$ cat config.mk
export PLATFORM = sky130hd
export DESIGN_NAME = wasm_section_walker
export DESIGN_NICKNAME = d
export VERILOG_FILES = /design/src/design/wsw_pkg.sv /design/src/design/wsw_in_stage.sv /design/src/design/wsw_core.sv /design/src/design/wsw_out_stage.sv /design/src/design/wasm_section_walker.sv
export SDC_FILE = /design/constraint.sdc
export NUM_CORES = 1
export LEC_CHECK = 0
export ABC_AREA = 1
export BUFFER_PORTS_ARGS = -buffer_cell sky130_fd_sc_hd__clkbuf_2
export CORE_ASPECT_RATIO = 0.9
export CORE_MARGIN = 2
export CORE_UTILIZATION = 45
export DETAILED_ROUTE_END_ITERATION = 7
export PLACE_DENSITY = 0.62
export SLEW_MARGIN = 0
export SYNTH_ARGS = -nofsm -noshare
export SYNTH_HDL_FRONTEND = slang
export SYNTH_SLANG_ARGS = --single-unit
export TNS_END_PERCENT = 100
$ cat constraint.sdc
create_clock -name clk -period 3.6 [get_ports clk]
set_input_delay 0.9 -clock clk [delete_from_list [all_inputs] [get_ports clk]]
set_output_delay 0.9 -clock clk [all_outputs]
set_load 0.05 [all_outputs]
$ cat src/design/wsw_pkg.sv
// Shared types, constants and helpers for the WebAssembly section walker.
`default_nettype none
package wsw_pkg;

  localparam int MAX_LEN_BYTES_DEF = 10;
  localparam logic [7:0] SECTION_ID_MIN = 8'd1;
  localparam logic [7:0] SECTION_ID_MAX = 8'd11;

  typedef enum logic [2:0] {
    PH_MAGIC   = 3'd0,
    PH_VERSION = 3'd1,
    PH_ID      = 3'd2,
    PH_LEN     = 3'd3,
    PH_BODY    = 3'd4
  } phase_t;

  typedef enum logic [1:0] {
    EV_HEADER = 2'd0,
    EV_ACCEPT = 2'd1,
    EV_ERROR  = 2'd2
  } event_kind_t;

  typedef enum logic [2:0] {
    ERR_NONE  = 3'd0,
    ERR_MAGIC = 3'd1,
    ERR_SHORT = 3'd2,
    ERR_ID    = 3'd3,
    ERR_LEN   = 3'd4
  } error_code_t;

  typedef struct packed {
    logic [7:0] data_byte;
    logic       end_of_module;
  } byte_item_t;

  typedef struct packed {
    event_kind_t event_kind;
    logic [3:0]  section_num;
    logic [31:0] section_length;
    logic [31:0] module_version;
    error_code_t error_code;
  } event_item_t;

  function automatic logic [7:0] magic_byte(input logic [1:0] idx);
    logic [7:0] val;
    case (idx)
      2'd0:    val = 8'h00;
      2'd1:    val = 8'h61;
      2'd2:    val = 8'h73;
      2'd3:    val = 8'h6D;
      default: val = 8'h00;
    endcase
    return val;
  endfunction

endpackage
`default_nettype wire

$ cat src/design/wsw_in_stage.sv
// Input register stage for module bytes.
`default_nettype none
module wsw_in_stage
  import wsw_pkg::*;
(
  input  wire logic       clk,
  input  wire logic       rst,
  input  wire logic       byte_valid,
  output logic            byte_ready,
  input  wire byte_item_t byte_data,
  input  wire logic       advance,
  output logic            item_valid,
  output byte_item_t      item
);

  assign byte_ready = !item_valid || advance;

  always_ff @(posedge clk) begin
    if (rst) begin
      item_valid <= 1'b0;
    end else if (byte_ready) begin
      item_valid <= byte_valid;
    end
  end

  always_ff @(posedge clk) begin
    if (byte_ready && byte_valid) begin
      item <= byte_data;
    end
  end

endmodule
`default_nettype wire

$ cat src/design/wsw_core.sv
// Section walker state and per-byte next-state and event logic.
`default_nettype none
module wsw_core
  import wsw_pkg::*;
#(
  parameter int MAX_LEN_BYTES = MAX_LEN_BYTES_DEF
)(
  input  wire logic       clk,
  input  wire logic       rst,
  input  wire logic       item_valid,
  input  wire byte_item_t item,
  input  wire logic       res_room,
  output logic            advance,
  output logic            res_load,
  output event_item_t     res
);

  localparam int CW = $clog2(MAX_LEN_BYTES + 1);

  phase_t      phase, phase_next;
  logic [1:0]  header_count, header_count_next;
  logic [31:0] version_word, version_word_next;
  logic [31:0] length_accumulator, length_accumulator_next;
  logic [CW-1:0] length_byte_count, length_byte_count_next;
  logic [3:0]  current_id, current_id_next;
  logic [31:0] body_remaining, body_remaining_next;
  logic        error_latched, error_latched_next;

  logic [7:0]    b;
  logic          eom;
  logic          res_valid;
  logic [31:0]   b7;
  logic [31:0]   len_part;
  logic [31:0]   acc_new;
  logic [31:0]   ver_new;
  logic [CW-1:0] cnt_inc;
  logic          cnt_full;
  logic          id_bad;
  logic          magic_bad;

  assign b   = item.data_byte;
  assign eom = item.end_of_module;

  assign b7 = {25'd0, b[6:0]};
  always_comb begin
    case (length_byte_count)
      CW'(0):  len_part = b7;
      CW'(1):  len_part = b7 << 7;
      CW'(2):  len_part = b7 << 14;
      CW'(3):  len_part = b7 << 21;
      CW'(4):  len_part = b7 << 28;
      default: len_part = 32'd0;
    endcase
  end
  assign acc_new  = length_accumulator | len_part;
  assign cnt_inc  = length_byte_count + 1'b1;
  assign cnt_full = cnt_inc >= CW'(MAX_LEN_BYTES);

  always_comb begin
    ver_new = version_word;
    case (header_count)
      2'd0:    ver_new[7:0]   = b;
      2'd1:    ver_new[15:8]  = b;
      2'd2:    ver_new[23:16] = b;
      2'd3:    ver_new[31:24] = b;
      default: ver_new = version_word;
    endcase
  end

  assign id_bad    = (b < SECTION_ID_MIN) || (b > SECTION_ID_MAX);
  assign magic_bad = b != magic_byte(header_count);

  assign advance  = item_valid && (!res_valid || res_room);
  assign res_load = advance && res_valid;

  // Event for the byte in the input register
  always_comb begin
    res_valid = 1'b0;
    res       = '{EV_HEADER, 4'd0, 32'd0, 32'd0, ERR_NONE};
    if (!error_latched) begin
      case (phase)
        PH_MAGIC: begin
          if (magic_bad) begin
            res_valid      = 1'b1;
            res.event_kind = EV_ERROR;
            res.error_code = ERR_MAGIC;
          end else if (eom) begin
            res_valid      = 1'b1;
            res.event_kind = EV_ERROR;
            res.error_code = ERR_SHORT;
          end
        end
        PH_VERSION: begin
          if (eom && header_count == 2'd3) begin
            res_valid          = 1'b1;
            res.event_kind     = EV_ACCEPT;
            res.module_version = ver_new;
          end else if (eom) begin
            res_valid      = 1'b1;
            res.event_kind = EV_ERROR;
            res.error_code = ERR_SHORT;
          end
        end
        PH_ID: begin
          if (id_bad) begin
            res_valid      = 1'b1;
            res.event_kind = EV_ERROR;
            res.error_code = ERR_ID;
          end else if (eom) begin
            res_valid      = 1'b1;
            res.event_kind = EV_ERROR;
            res.error_code = ERR_LEN;
          end
        end
        PH_LEN: begin
          if (b[7]) begin
            if (cnt_full || eom) begin
              res_valid      = 1'b1;
              res.event_kind = EV_ERROR;
              res.error_code = ERR_LEN;
            end
          end else if (eom && acc_new == 32'd0) begin
            res_valid          = 1'b1;
            res.event_kind     = EV_ACCEPT;
            res.module_version = version_word;
          end else if (eom) begin
            res_valid      = 1'b1;
            res.event_kind = EV_ERROR;
            res.error_code = ERR_LEN;
          end else begin
            res_valid          = 1'b1;
            res.event_kind     = EV_HEADER;
            res.section_num    = current_id;
            res.section_length = acc_new;
          end
        end
        PH_BODY: begin
          if (eom && body_remaining == 32'd1) begin
            res_valid          = 1'b1;
            res.event_kind     = EV_ACCEPT;
            res.module_version = version_word;
          end else if (eom) begin
            res_valid      = 1'b1;
            res.event_kind = EV_ERROR;
            res.error_code = ERR_LEN;
          end
        end
        default: begin
          res_valid      = 1'b1;
          res.event_kind = EV_ERROR;
          res.error_code = ERR_MAGIC;
        end
      endcase
    end
  end

  // Walker state update
  always_comb begin
    phase_next              = phase;
    header_count_next       = header_count;
    version_word_next       = version_word;
    length_accumulator_next = length_accumulator;
    length_byte_count_next  = length_byte_count;
    current_id_next         = current_id;
    body_remaining_next     = body_remaining;
    error_latched_next      = error_latched;
    if (advance) begin
      if (eom) begin
        phase_next              = PH_MAGIC;
        header_count_next       = 2'd0;
        version_word_next       = 32'd0;
        length_accumulator_next = 32'd0;
        length_byte_count_next  = '0;
        current_id_next         = 4'd0;
        body_remaining_next     = 32'd0;
        error_latched_next      = 1'b0;
      end else if (!error_latched) begin
        case (phase)
          PH_MAGIC: begin
            if (magic_bad) begin
              error_latched_next = 1'b1;
            end else begin
              header_count_next = header_count + 2'd1;
              if (header_count == 2'd3) begin
                phase_next = PH_VERSION;
              end
            end
          end
          PH_VERSION: begin
            version_word_next = ver_new;
            header_count_next = header_count + 2'd1;
            if (header_count == 2'd3) begin
              phase_next = PH_ID;
            end
          end
          PH_ID: begin
            if (id_bad) begin
              error_latched_next = 1'b1;
            end else begin
              current_id_next         = b[3:0];
              length_accumulator_next = 32'd0;
              length_byte_count_next  = '0;
              phase_next              = PH_LEN;
            end
          end
          PH_LEN: begin
            length_accumulator_next = acc_new;
            length_byte_count_next  = cnt_inc;
            if (b[7]) begin
              if (cnt_full) begin
                error_latched_next = 1'b1;
              end
            end else begin
              body_remaining_next = acc_new;
              phase_next          = (acc_new == 32'd0) ? PH_ID : PH_BODY;
            end
          end
          PH_BODY: begin
            body_remaining_next = body_remaining - 32'd1;
            if (body_remaining == 32'd1) begin
              phase_next = PH_ID;
            end
          end
          default: begin
            error_latched_next = 1'b1;
          end
        endcase
      end
    end
  end

  always_ff @(posedge clk) begin
    if (rst) begin
      phase              <= PH_MAGIC;
      header_count       <= 2'd0;
      version_word       <= 32'd0;
      length_accumulator <= 32'd0;
      length_byte_count  <= '0;
      current_id         <= 4'd0;
      body_remaining     <= 32'd0;
      error_latched      <= 1'b0;
    end else begin
      phase              <= phase_next;
      header_count       <= header_count_next;
      version_word       <= version_word_next;
      length_accumulator <= length_accumulator_next;
      length_byte_count  <= length_byte_count_next;
      current_id         <= current_id_next;
      body_remaining     <= body_remaining_next;
      error_latched      <= error_latched_next;
    end
  end

  a_end_restarts: assert property (@(posedge clk) disable iff (rst)
    advance && eom |=> phase == PH_MAGIC && !error_latched && header_count == 2'd0)
    else $error("end of module did not restart the walker");

  a_error_latches: assert property (@(posedge clk) disable iff (rst)
    res_load && res.event_kind == EV_ERROR && !eom |=> error_latched)
    else $error("error event without latched error");

  a_body_nonzero: assert property (@(posedge clk) disable iff (rst)
    phase == PH_BODY |-> body_remaining != 32'd0)
    else $error("body phase with nothing left to skip");

  a_count_idle: assert property (@(posedge clk) disable iff (rst)
    (phase == PH_ID || phase == PH_LEN || phase == PH_BODY) |-> header_count == 2'd0)
    else $error("header count live after header");

  a_no_event_latched: assert property (@(posedge clk) disable iff (rst)
    error_latched |-> !res_load)
    else $error("event produced while error latched");

endmodule
`default_nettype wire

$ cat src/design/wsw_out_stage.sv
// Result register for walker events.
`default_nettype none
module wsw_out_stage
  import wsw_pkg::*;
(
  input  wire logic        clk,
  input  wire logic        rst,
  input  wire logic        res_load,
  input  wire event_item_t res,
  output logic             res_room,
  output logic             event_valid,
  input  wire logic        event_ready,
  output event_item_t      event_data
);

  assign res_room = !event_valid || event_ready;

  always_ff @(posedge clk) begin
    if (rst) begin
      event_valid <= 1'b0;
    end else if (res_room) begin
      event_valid <= res_load;
    end
  end

  always_ff @(posedge clk) begin
    if (res_load) begin
      event_data <= res;
    end
  end

endmodule
`default_nettype wire

$ cat src/design/wasm_section_walker.sv
// Path: a byte is held in the input register, and the event that it causes is
//   registered in the result register, from which it transfers.
// Throughput: one byte per cycle; a byte whose event meets a full, stalled result
//   register waits in the input register, bytes that cause no event never wait.
// Reset: synchronous rst clears the walker to the magic check, empty pipeline.
// An end-of-module byte returns the walker to its reset state after its event.
`default_nettype none
module wasm_section_walker
  import wsw_pkg::*;
#(
  parameter int MAX_LEN_BYTES = MAX_LEN_BYTES_DEF
)(
  input  wire logic        clk,
  input  wire logic        rst,
  input  wire logic        byte_valid,
  output logic             byte_ready,
  input  wire byte_item_t  byte_data,
  output logic             event_valid,
  input  wire logic        event_ready,
  output event_item_t      event_data
);

  logic        item_valid;
  byte_item_t  item;
  logic        advance;
  logic        res_load;
  logic        res_room;
  event_item_t res;

  wsw_in_stage u_in (
    .clk        (clk),
    .rst        (rst),
    .byte_valid (byte_valid),
    .byte_ready (byte_ready),
    .byte_data  (byte_data),
    .advance    (advance),
    .item_valid (item_valid),
    .item       (item)
  );

  wsw_core #(
    .MAX_LEN_BYTES (MAX_LEN_BYTES)
  ) u_core (
    .clk        (clk),
    .rst        (rst),
    .item_valid (item_valid),
    .item       (item),
    .res_room   (res_room),
    .advance    (advance),
    .res_load   (res_load),
    .res        (res)
  );

  wsw_out_stage u_out (
    .clk         (clk),
    .rst         (rst),
    .res_load    (res_load),
    .res         (res),
    .res_room    (res_room),
    .event_valid (event_valid),
    .event_ready (event_ready),
    .event_data  (event_data)
  );

endmodule
`default_nettype wire
# == Word level (Yosys, flattened, before mapping) ==
# Cells that the tools add are included.
# totals
ramBits,0
out_inout_bits,75
memories,0
in_bits,13
word_cells,157
romBits,0
latchBits,0
reg_bits,194
# classes
n_eq_ne,21
n_lt_le_gt_ge,3
multipliers,0
n_div,0
reduce_logical,32
addsub,3
shift,0
bitwise_logic,2
mux,79
# ops
cell,n
$mux W32,13
$pmux W32 S5,1
$pmux W32 S2,2
$pmux W32 S3,1
$mux W3,17
$eq A32 B1 Y1 const B,1
$logic_not A32 Y1,1
$mux W8,4
$or A32 B32 Y32,1
$pmux W8 S4,1
$sub A32 B1 Y32 const B,1
$pmux W3 S5,2
$mux W4,7
$mux W2,12
$reduce_and A4 Y1,4
$mux W1,14
$pmux W2 S5,1
$ne A3 B2 Y1 const B,3
$ne A3 B3 Y1 const B,3
$reduce_and A9 Y1,1
$reduce_bool A3 Y1,3
$eq A4 B2 Y1 const B,2
$gt A8 B4 Y1 const B,1
$lt A8 B1 Y1 const B,1
28 further kinds,43

# == Depth between registers and ports, before layout ==
# Gate-level depths: netlist of the first run.
# logic_depth
ltp_word,12
ltp_mapped,19
mapped_depth_nobuf,17

# == Modules after synthesis ==
# From an unflattened synthesis of the first run, not the netlist that was laid out.
# unflattened
hier_cells,1488
hier_area_um2,10561.4
# by_module_without_submodules
module,seq_area_each_um2,cells_per_inst,area_each_um2,n_inst
wsw_core,2202.1,1395,8008.9,1
wsw_out_stage,2212.1,78,2234.6,1
wsw_in_stage,290.3,15,317.8,1

# == Least setup slack after synthesis of the first run ==
# OpenSTA, ideal clock, no wires.
# synth_timing
path_type,flip-flop to flip-flop
startpoint,register u_core.header_count[0]
endpoint,"register, netlist name u_out.event_data[0]"
period_less_slack_ns,3.706
slack_ns,-0.106
setup_ns,0.427
path_buffers,1
path_stages_with_launch,19
arrival_ns,3.279
t_required_ns,3.173
path_cell_list,dfxtp_1 inv_1 ha_1 buf_2 inv_1 nand3_1 nand2_1 inv_1 nor2_1 nand2_1 a21oi_1 nand2_1 nand2_1 nand2_1 nand3_4 nand2_2 inv_2 nand2_1 inv_1
# synth_via
elab_chain_len,10
word_cells_on_any_way,15
classes_between,4 x eq/ne; 5 x mux; 6 x reduce/logical
# synth_lines
element,line_no,text
from (decl),wsw_core.sv:21,"logic [1:0] header_count, header_count_next;"
from (signal assigned),wsw_core.sv:244,header_count <= header_count_next;
"$eq A2 B2 Y1, or another cell as far along","wsw_pkg.sv:46, wsw_core.sv:94",
$pmux W8 S4,wsw_pkg.sv:46,case (idx)
$ne A8 B8 Y1,wsw_core.sv:71,assign magic_bad = b != magic_byte(header_count);
$mux W1,wsw_core.sv:83,if (magic_bad) begin
$pmux W1 S5 (*),wsw_core.sv:81,case (phase)
$mux W1 (*),wsw_core.sv:80,if (!error_latched) begin
$logic_not A1 Y1,wsw_core.sv:73,assign advance = item_valid && (!res_valid || res_room);
$logic_or A1 B1 Y1,wsw_core.sv:73,
$logic_and A1 B1 Y1,wsw_core.sv:73,
$logic_and A1 B1 Y1 (*),wsw_core.sv:74,assign res_load = advance && res_valid;
net res_load,wasm_section_walker.sv:26,logic res_load;
# Mark *: on every way through the listed nets, which the timed path passes. The rest lies on a longest branch. The select of a mux whose other input is x is not followed.
# A chain may end at the register's enable or synchronous reset.

# == Final worst setup path of the first run ==
# layout_timing
startpoint,register u_core.header_count[0]
endpoint,output byte_ready
# layout_via
elab_chain_len,10
word_cells_on_any_way,15
classes_between,4 x eq/ne; 5 x mux; 6 x reduce/logical
# layout_lines
element,line_no,text
"$eq A2 B2 Y1, or another cell as far along","wsw_pkg.sv:46, wsw_core.sv:94",
$pmux W8 S4,wsw_pkg.sv:46,
$ne A8 B8 Y1,wsw_core.sv:71,
$mux W1,wsw_core.sv:83,
$pmux W1 S5 (*),wsw_core.sv:81,
$mux W1 (*),wsw_core.sv:80,
$logic_not A1 Y1 (*),wsw_core.sv:73,
$logic_or A1 B1 Y1 (*),wsw_core.sv:73,
$logic_and A1 B1 Y1 (*),wsw_core.sv:73,
$logic_or A1 B1 Y1 (*),wsw_in_stage.sv:16,assign byte_ready = !item_valid || advance;
to (decl),wasm_section_walker.sv:16,"output logic byte_ready,"
# Mark *: on every way between the ends. The rest lies on a longest branch, timed or not. The select of a mux whose other input is x is not followed.

==> impl_metrics.env, run 1 <==
export IMPL_clk_latency_ps=450
export IMPL_overflow=0
export IMPL_crit_arrival_ps=2530
export IMPL_r2r_cells=18
export IMPL_cts_tree="yes"
export IMPL_htree_num_levels=4
export IMPL_drtPass1Iterations=5
export IMPL_grt_start_max_net_pins=74
export IMPL_final_cell_area_sq_um=11600
export IMPL_ys_warn_count=0
export IMPL_dp_hpwl_um=19400
export IMPL_fill_cells=2195
export IMPL_ios=88
export IMPL_antenna_found_initial=0
export IMPL_synth_cell_types=44
export IMPL_whs_endpoint="u_core.body_remaining[1]"
export IMPL_ys_async_sr_fraction_pct=0
export IMPL_routed_via_density=5.19
export IMPL_cp_required_ps=2700
export IMPL_post_route_util_pct=51.5
export IMPL_setup_slack_ps=173
export IMPL_drc=0
export IMPL_placed_area_sq_um=11000
export IMPL_power_density_nw_per_um2=451
export IMPL_synth_area_sq_um=10300
export IMPL_hold_depth=2
export IMPL_crit_type="reg2out"
export IMPL_cts_setup_buffers=0
export IMPL_leakagePower_nw=5.06
export IMPL_initial_core_util_pct=45.8
export IMPL_hp_start="u_core.body_remaining[1]"
export IMPL_grt_pass1_wl_um=46800
export IMPL_syn_num_nets=1482
export IMPL_holdBufCountCts=0
export IMPL_die_width_um=163
export IMPL_grt_pass1_vias=8703
export IMPL_setup_viol=0
export IMPL_yosysSeqAreaShare_pct=45.7
export IMPL_drive_above_1_share_pct=11.8
export IMPL_rr_startpoint="u_core.header_count[0]"
export IMPL_rsz0062_at_grt="false"
export IMPL_post_route_period_util_pct=95.2
export IMPL_diodes=0
export IMPL_ant_nets=0
export IMPL_post_cts_resized=0
export IMPL_wl_per_cell_um=15.8
export IMPL_cts_made_buffers=17
export IMPL_cts_sinks=194
export IMPL_cts_clk_slew_worst_paths_ps=80
export IMPL_cts_root_buf="clkbuf_16"
export IMPL_relSlewSlack_pct=47.2
export IMPL_startpoint_type="flop"
export IMPL_hold_class="reg2reg"
export IMPL_r2r_slack_ps=690
export IMPL_area_growth_pct=12.4
export IMPL_gp_congestion=0.945
export IMPL_max_clock_freq_ghz=0.292
export IMPL_design_core_area_sq_um=22400
export IMPL_portBuffers=87
export IMPL_dr_total_vias=9505
export IMPL_ys_ff_latch=194
export IMPL_cp_max_fo=12
export IMPL_drtIter0Drc=714
export IMPL_timing_hold_violations_final=0
export IMPL_pre_cts_ws_ps=564
export IMPL_final_cell_mix="331 x nand2_1, 315 x nor2_1, 149 x inv_1"
export IMPL_final_common_cell="nand2_1"
export IMPL_clock_skew_final_ps=14.3
export IMPL_endpoint_kind="output pin"
export IMPL_track_usage_pct=24.8
export IMPL_die_h_um=147
export IMPL_status="finished clean"
export IMPL_synth_top_cell_area_share_pct=23.9
export IMPL_peakVddDrop_mv=0.261
export IMPL_dieArea_sq_um=24100
export IMPL_whs_ps=478
export IMPL_rows=52
export IMPL_synth_area_leader_cell="edfxtp_1"
export IMPL_cap_violations=0
export IMPL_cts_buffer_depth=2
export IMPL_worst_pin_slew_ps=791
export IMPL_netlist_top_cells_area="edfxtp_1 24%, dfxtp_1 22%, nand2_1 12%"
export IMPL_synth_main_ff_cell="dfxtp_1"
export IMPL_synth_edf_count=82
export IMPL_nets=1544
export IMPL_syn_area_per_cell_sq_um=7.05
export IMPL_reg2reg_to="u_out.event_data[48]"
export IMPL_finalSetupTns_ps=0
export IMPL_synthCells=1459
export IMPL_finalMaxSlewViolations=0
export IMPL_drt_wl_total_um=29000
export IMPL_fin_crit_ps=3430
-- kinds of logic (layout without fill, tap and decap cells) --
logic type      Yosys count  after routing  synth area share [%]
compound gates          244            244                  12.4
simple gates            764            764                  30.3
flops                   194            194                  45.7
fa+ha+maj                10             10                  1.22
buf+inv                 234            309                  9.28
xor+xnor                 13             13                  1.11
-- layer usage --
layer  up-vias  wire (um)  global-route usage, %
met5         -          0                      0
met3        31       2020                   4.60
met2       318      12100                   35.5
li1       4782          -                      -
met1      4374      14500                   38.2
met4         0        380                   6.46
-- registers in the layout, summed over array words and instances (netlist names) --
name                       count
u_core.body_remaining         32
u_core.current_id              4
u_in.item_valid                1
u_out.event_data              73
u_out.event_valid              1
u_core.phase                   3
u_core.error_latched           1
u_core.length_accumulator     32
u_in.item                      9
u_core.version_word           32
u_core.length_byte_count       4
u_core.header_count            2
-- final cells by class --
type | count | area [sq um] | area share (%)
Clock buffer | 17 | 425 | 3.68
Clock inverter | 15 | 151 | 1.31
Inverter | 163 | 616 | 5.32
Multi-Input combinational cell | 1031 | 4630 | 40.1
Sequential cell | 194 | 4700 | 40.7
Tap cell | 297 | 372 | 3.21
Timing Repair Buffer | 114 | 666 | 5.75
-- per-stage QoR --
stage	cells	total power [mW]
detailed placement	1799	3.35
global placement	1799	3.35
floorplan	1459	3.11
CTS	1831	5.24
global route	1831	5.45
finish	1831	5.22
-- cell usage after synthesis, drive strengths merged (2+ instances only) --
cell / number
clkbuf: 42
nor3: 9
o211ai: 3
dfxtp: 112
nand3: 76
a211oi: 5
nand2: 337
xnor2: 4
clkinv: 2
or2: 4
a31oi: 3
ha: 10
o21a: 2
nor2: 322
o21ai: 102
edfxtp: 82
inv: 161
nand4: 13
a21oi: 121
xor2: 9
buf: 29
o22ai: 3
-- worst max-delay path by stage --
stage / cells after the start / endpoint / start
final: 10 / byte_ready / u_core.header_count[0]
after global routing: 14 / byte_ready / u_core.header_count[1]
after CTS: 14 / byte_ready / u_core.header_count[0]
after detailed placement: 14 / byte_ready / u_core.header_count[0]
after global placement: 14 / byte_ready / u_core.header_count[0]
after floorplan: 17 / u_out.event_data[0] / u_core.header_count[0]
-- report_power, final --
| part | internal, mW | total (mW) | switching (mW) |
|---|---|---|---|
| registers | 2.38 | 2.44 | 0.0529 |
| clock network | 0.977 | 1.91 | 0.931 |
| logic | 0.227 | 0.877 | 0.650 |
-- worst max-delay path: stages (launching register included) --
cell and delay (ps):
dfxtp_1 390, ha_2 290, nand2_1 60, or2_1 420, nand2_1 130, a21oi_1 40, nand2_1 70, nand2_1 60
a21oi_1 210, nand3_1 160, buf_4 240
Note: power is estimated with default switching activity, not from simulation.
==> run 2: changes to the inputs <==
- GPL_TIMING_DRIVEN: default -> 0
- SYNTH_HIERARCHICAL: default -> 1
==> impl_metrics.env, run 2 <==
export IMPL_status="finished clean"
export IMPL_syn_num_nets=1511
export IMPL_htree_num_levels=4
export IMPL_cts_root_buf="clkbuf_16"
export IMPL_cp_max_fo=8
export IMPL_gp_congestion=0.956
export IMPL_crit_chain="inv_4 -> nand2_1 -> nand2_1 -> nand2_1 -> nor2_2 -> nand2_2 -> nand2_2 -> nand2_1 -> o21bai_2 -> nand2_2 -> nand3_4 -> nand2_4 -> inv_8 -> inv_2 -> nand2_4 -> clkbuf_16"
export IMPL_dr_total_vias=10239
export IMPL_max_clock_freq_ghz=0.286
export IMPL_wl_per_cell_um=17.4
export IMPL_drtPass1Iterations=6
export IMPL_synth_top_cell_area_share_pct=23.3
export IMPL_yosysSeqAreaShare_pct=44.5
export IMPL_routed_via_density=5.32
export IMPL_regMostFlops="u_out/event_data"
export IMPL_synth_main_ff_cell="dfxtp_1"
export IMPL_nets=1633
export IMPL_dieArea_sq_um=24700
export IMPL_ys_ff_latch=194
export IMPL_cts_made_buffers=17
export IMPL_rows=53
export IMPL_crit_buf_inv=4
export IMPL_drt_wl_total_um=33500
export IMPL_antenna_found_initial=0
export IMPL_ant_nets=0
export IMPL_diodes=0
export IMPL_synth_cell_types=45
export IMPL_synth_area_leader_cell="edfxtp_1"
export IMPL_netlist_top_cells_area="edfxtp_1 23%, dfxtp_1 21%, nand2_1 14%"
export IMPL_post_route_period_util_pct=97.1
export IMPL_drc=0
export IMPL_whs_ps=467
export IMPL_fin_crit_ps=3500
export IMPL_synthCells=1488
export IMPL_cts_clk_slew_worst_paths_ps=80
export IMPL_crit_top_cell="nand2_1"
export IMPL_crit_arrival_ps=2600
export IMPL_portBuffers=87
export IMPL_grt_start_max_net_pins=39
export IMPL_track_usage_pct=27.8
export IMPL_relSlewSlack_pct=31.2
export IMPL_ys_async_sr_fraction_pct=0
export IMPL_design_core_area_sq_um=23200
export IMPL_timing_hold_violations_final=0
export IMPL_ios=88
export IMPL_largest_register_ffs=73
export IMPL_fill_cells=2312
export IMPL_post_route_util_pct=52.4
export IMPL_startpoint_type="flop"
export IMPL_grt_pass1_wl_um=52000
export IMPL_grt_pass1_vias=9197
export IMPL_syn_area_per_cell_sq_um=7.10
export IMPL_initial_core_util_pct=45.5
export IMPL_clk_latency_ps=440
export IMPL_area_growth_pct=15.1
export IMPL_synth_most_common_cell="nand2_1"
export IMPL_endpoint_kind="output pin"
export IMPL_final_cell_mix="378 x nand2_1, 191 x nor2_1, 183 x inv_1"
export IMPL_drtIter0Drc=973
export IMPL_hold_class="reg2reg"
export IMPL_die_width_um=165
export IMPL_cts_buffer_depth=2
export IMPL_finalMaxSlewViolations=0
export IMPL_drive_above_1_share_pct=13.3
export IMPL_die_h_um=149
export IMPL_synth_area_sq_um=10600
export IMPL_power_density_nw_per_um2=469
export IMPL_cp_slowest_stage_delay_ps=570
export IMPL_leakagePower_nw=5.33
export IMPL_holdBufCountCts=0
export IMPL_ys_warn_count=6
export IMPL_cts_sinks=194
export IMPL_dp_hpwl_um=24200
export IMPL_cpMaxStageDelayCell="edfxtp_1"
export IMPL_setup_viol=0
export IMPL_netlist_top_cells_count="380 x nand2_1, 192 x nor2_1, 189 x inv_1"
export IMPL_critical_path_top_delay_family="simple AND/OR/NAND/NOR gates"
export IMPL_synth_edf_count=82
export IMPL_cts_tree="yes"
export IMPL_crit_type="reg2out"
export IMPL_cp_required_ps=2700
export IMPL_cap_violations=0
export IMPL_peakVddDrop_mv=0.223
export IMPL_worst_pin_slew_ps=1020
export IMPL_final_common_cell="nand2_1"
export IMPL_overflow=0
export IMPL_clock_skew_final_ps=15.0
## run 2: through the flow
| stage | std cells | power (mW) | setup TNS (ps) | cell area (sq um) | setup slack, ps |
|---|---|---|---|---|---|
| after floorplan | 1488 | 3.43 | 0 | 10600 | 298 |
| after global placement | 1877 | 3.77 | -51400 | 11400 | -702 |
| after detailed placement | 1878 | 3.78 | -4970 | 11400 | -134 |
| after CTS | 1912 | 5.68 | -5.66 | 12000 | -5.66 |
| after global routing | 1925 | 5.95 | -42.5 | 12200 | -42.5 |
| final | 1925 | 5.71 | 0 | 12200 | 104 |
## run 2: cell families after synthesis
group | Yosys count | share of synthesized area [%]
AO/OA/AOI/OAI | 268 | 14.3
XOR/XNOR | 7 | 0.581
buffers and inverters | 284 | 10.8
adder cells (fa/ha/maj) | 10 | 1.18
flip-flops | 194 | 44.5
AND/OR/NAND/NOR | 725 | 28.6
## run 2: worst paths after layout
path / to / cells after the start / start / slack (ps)
worst max-delay path: byte_ready / 16 / u_in/item[1] / 100
worst min-delay path: u_core/body_remaining[1] / 2 / u_core/body_remaining[1] / 470
worst max register to register: u_out/event_data[66] / 14 / u_in/item[0] / 210
worst min register to register: u_core/body_remaining[1] / 2 / u_core/body_remaining[1] / 470
## run 2: final cells by class
type / instances / area (sq um) / share of cell area [%]
Timing Repair inverter: 1 / 7.51 / 0.0617
Timing Repair Buffer: 103 / 588 / 4.84
Multi-Input combinational cell: 1010 / 4740 / 39.0
Buffer: 81 / 383 / 3.15
Clock buffer: 20 / 468 / 3.85
Inverter: 202 / 777 / 6.39
Clock inverter: 12 / 113 / 0.926
Sequential cell: 194 / 4710 / 38.7
Tap cell: 302 / 378 / 3.11
## run 2: power by group
| group | internal [mW] | total, mW | switching [mW] |
|---|---|---|---|
| sequential | 2.43 | 2.50 | 0.0697 |
| combinational | 0.334 | 1.29 | 0.955 |
| clock | 0.976 | 1.92 | 0.941 |
| total | 3.74 | 5.71 | 1.97 |
## run 2: repair_timing
item / 4_1_cts / 5_1_grt
cloned: 1 / 0
pin swaps: 0 / 4
buffers inserted: 2 / 13
gates resized for setup: 10 / 16
endpoints found under the setup margin: 39 / 39
## run 2: worst register-to-register path, delay by kind of cell, from the launching register on
family | cells | cell delay, ps
and+or+nand+nor | 7 | 1160
AOI/OAI and AO/OA | 1 | 80
DFF | 1 | 320
buffers and inverters | 6 | 1550
## run 2: per-layer routing
metal / part of all wire [%] / up-vias / wire length (um) / GRT usage (%)
li1: - / 5033 / - / -
met1: 46 / 4695 / 15500 / 41.4
met2: 41 / 471 / 13800 / 39.7
met3: 11 / 40 / 3550 / 7.03
met4: 1.9 / 0 / 622 / 7.63
met5: 0 / - / 0 / 0
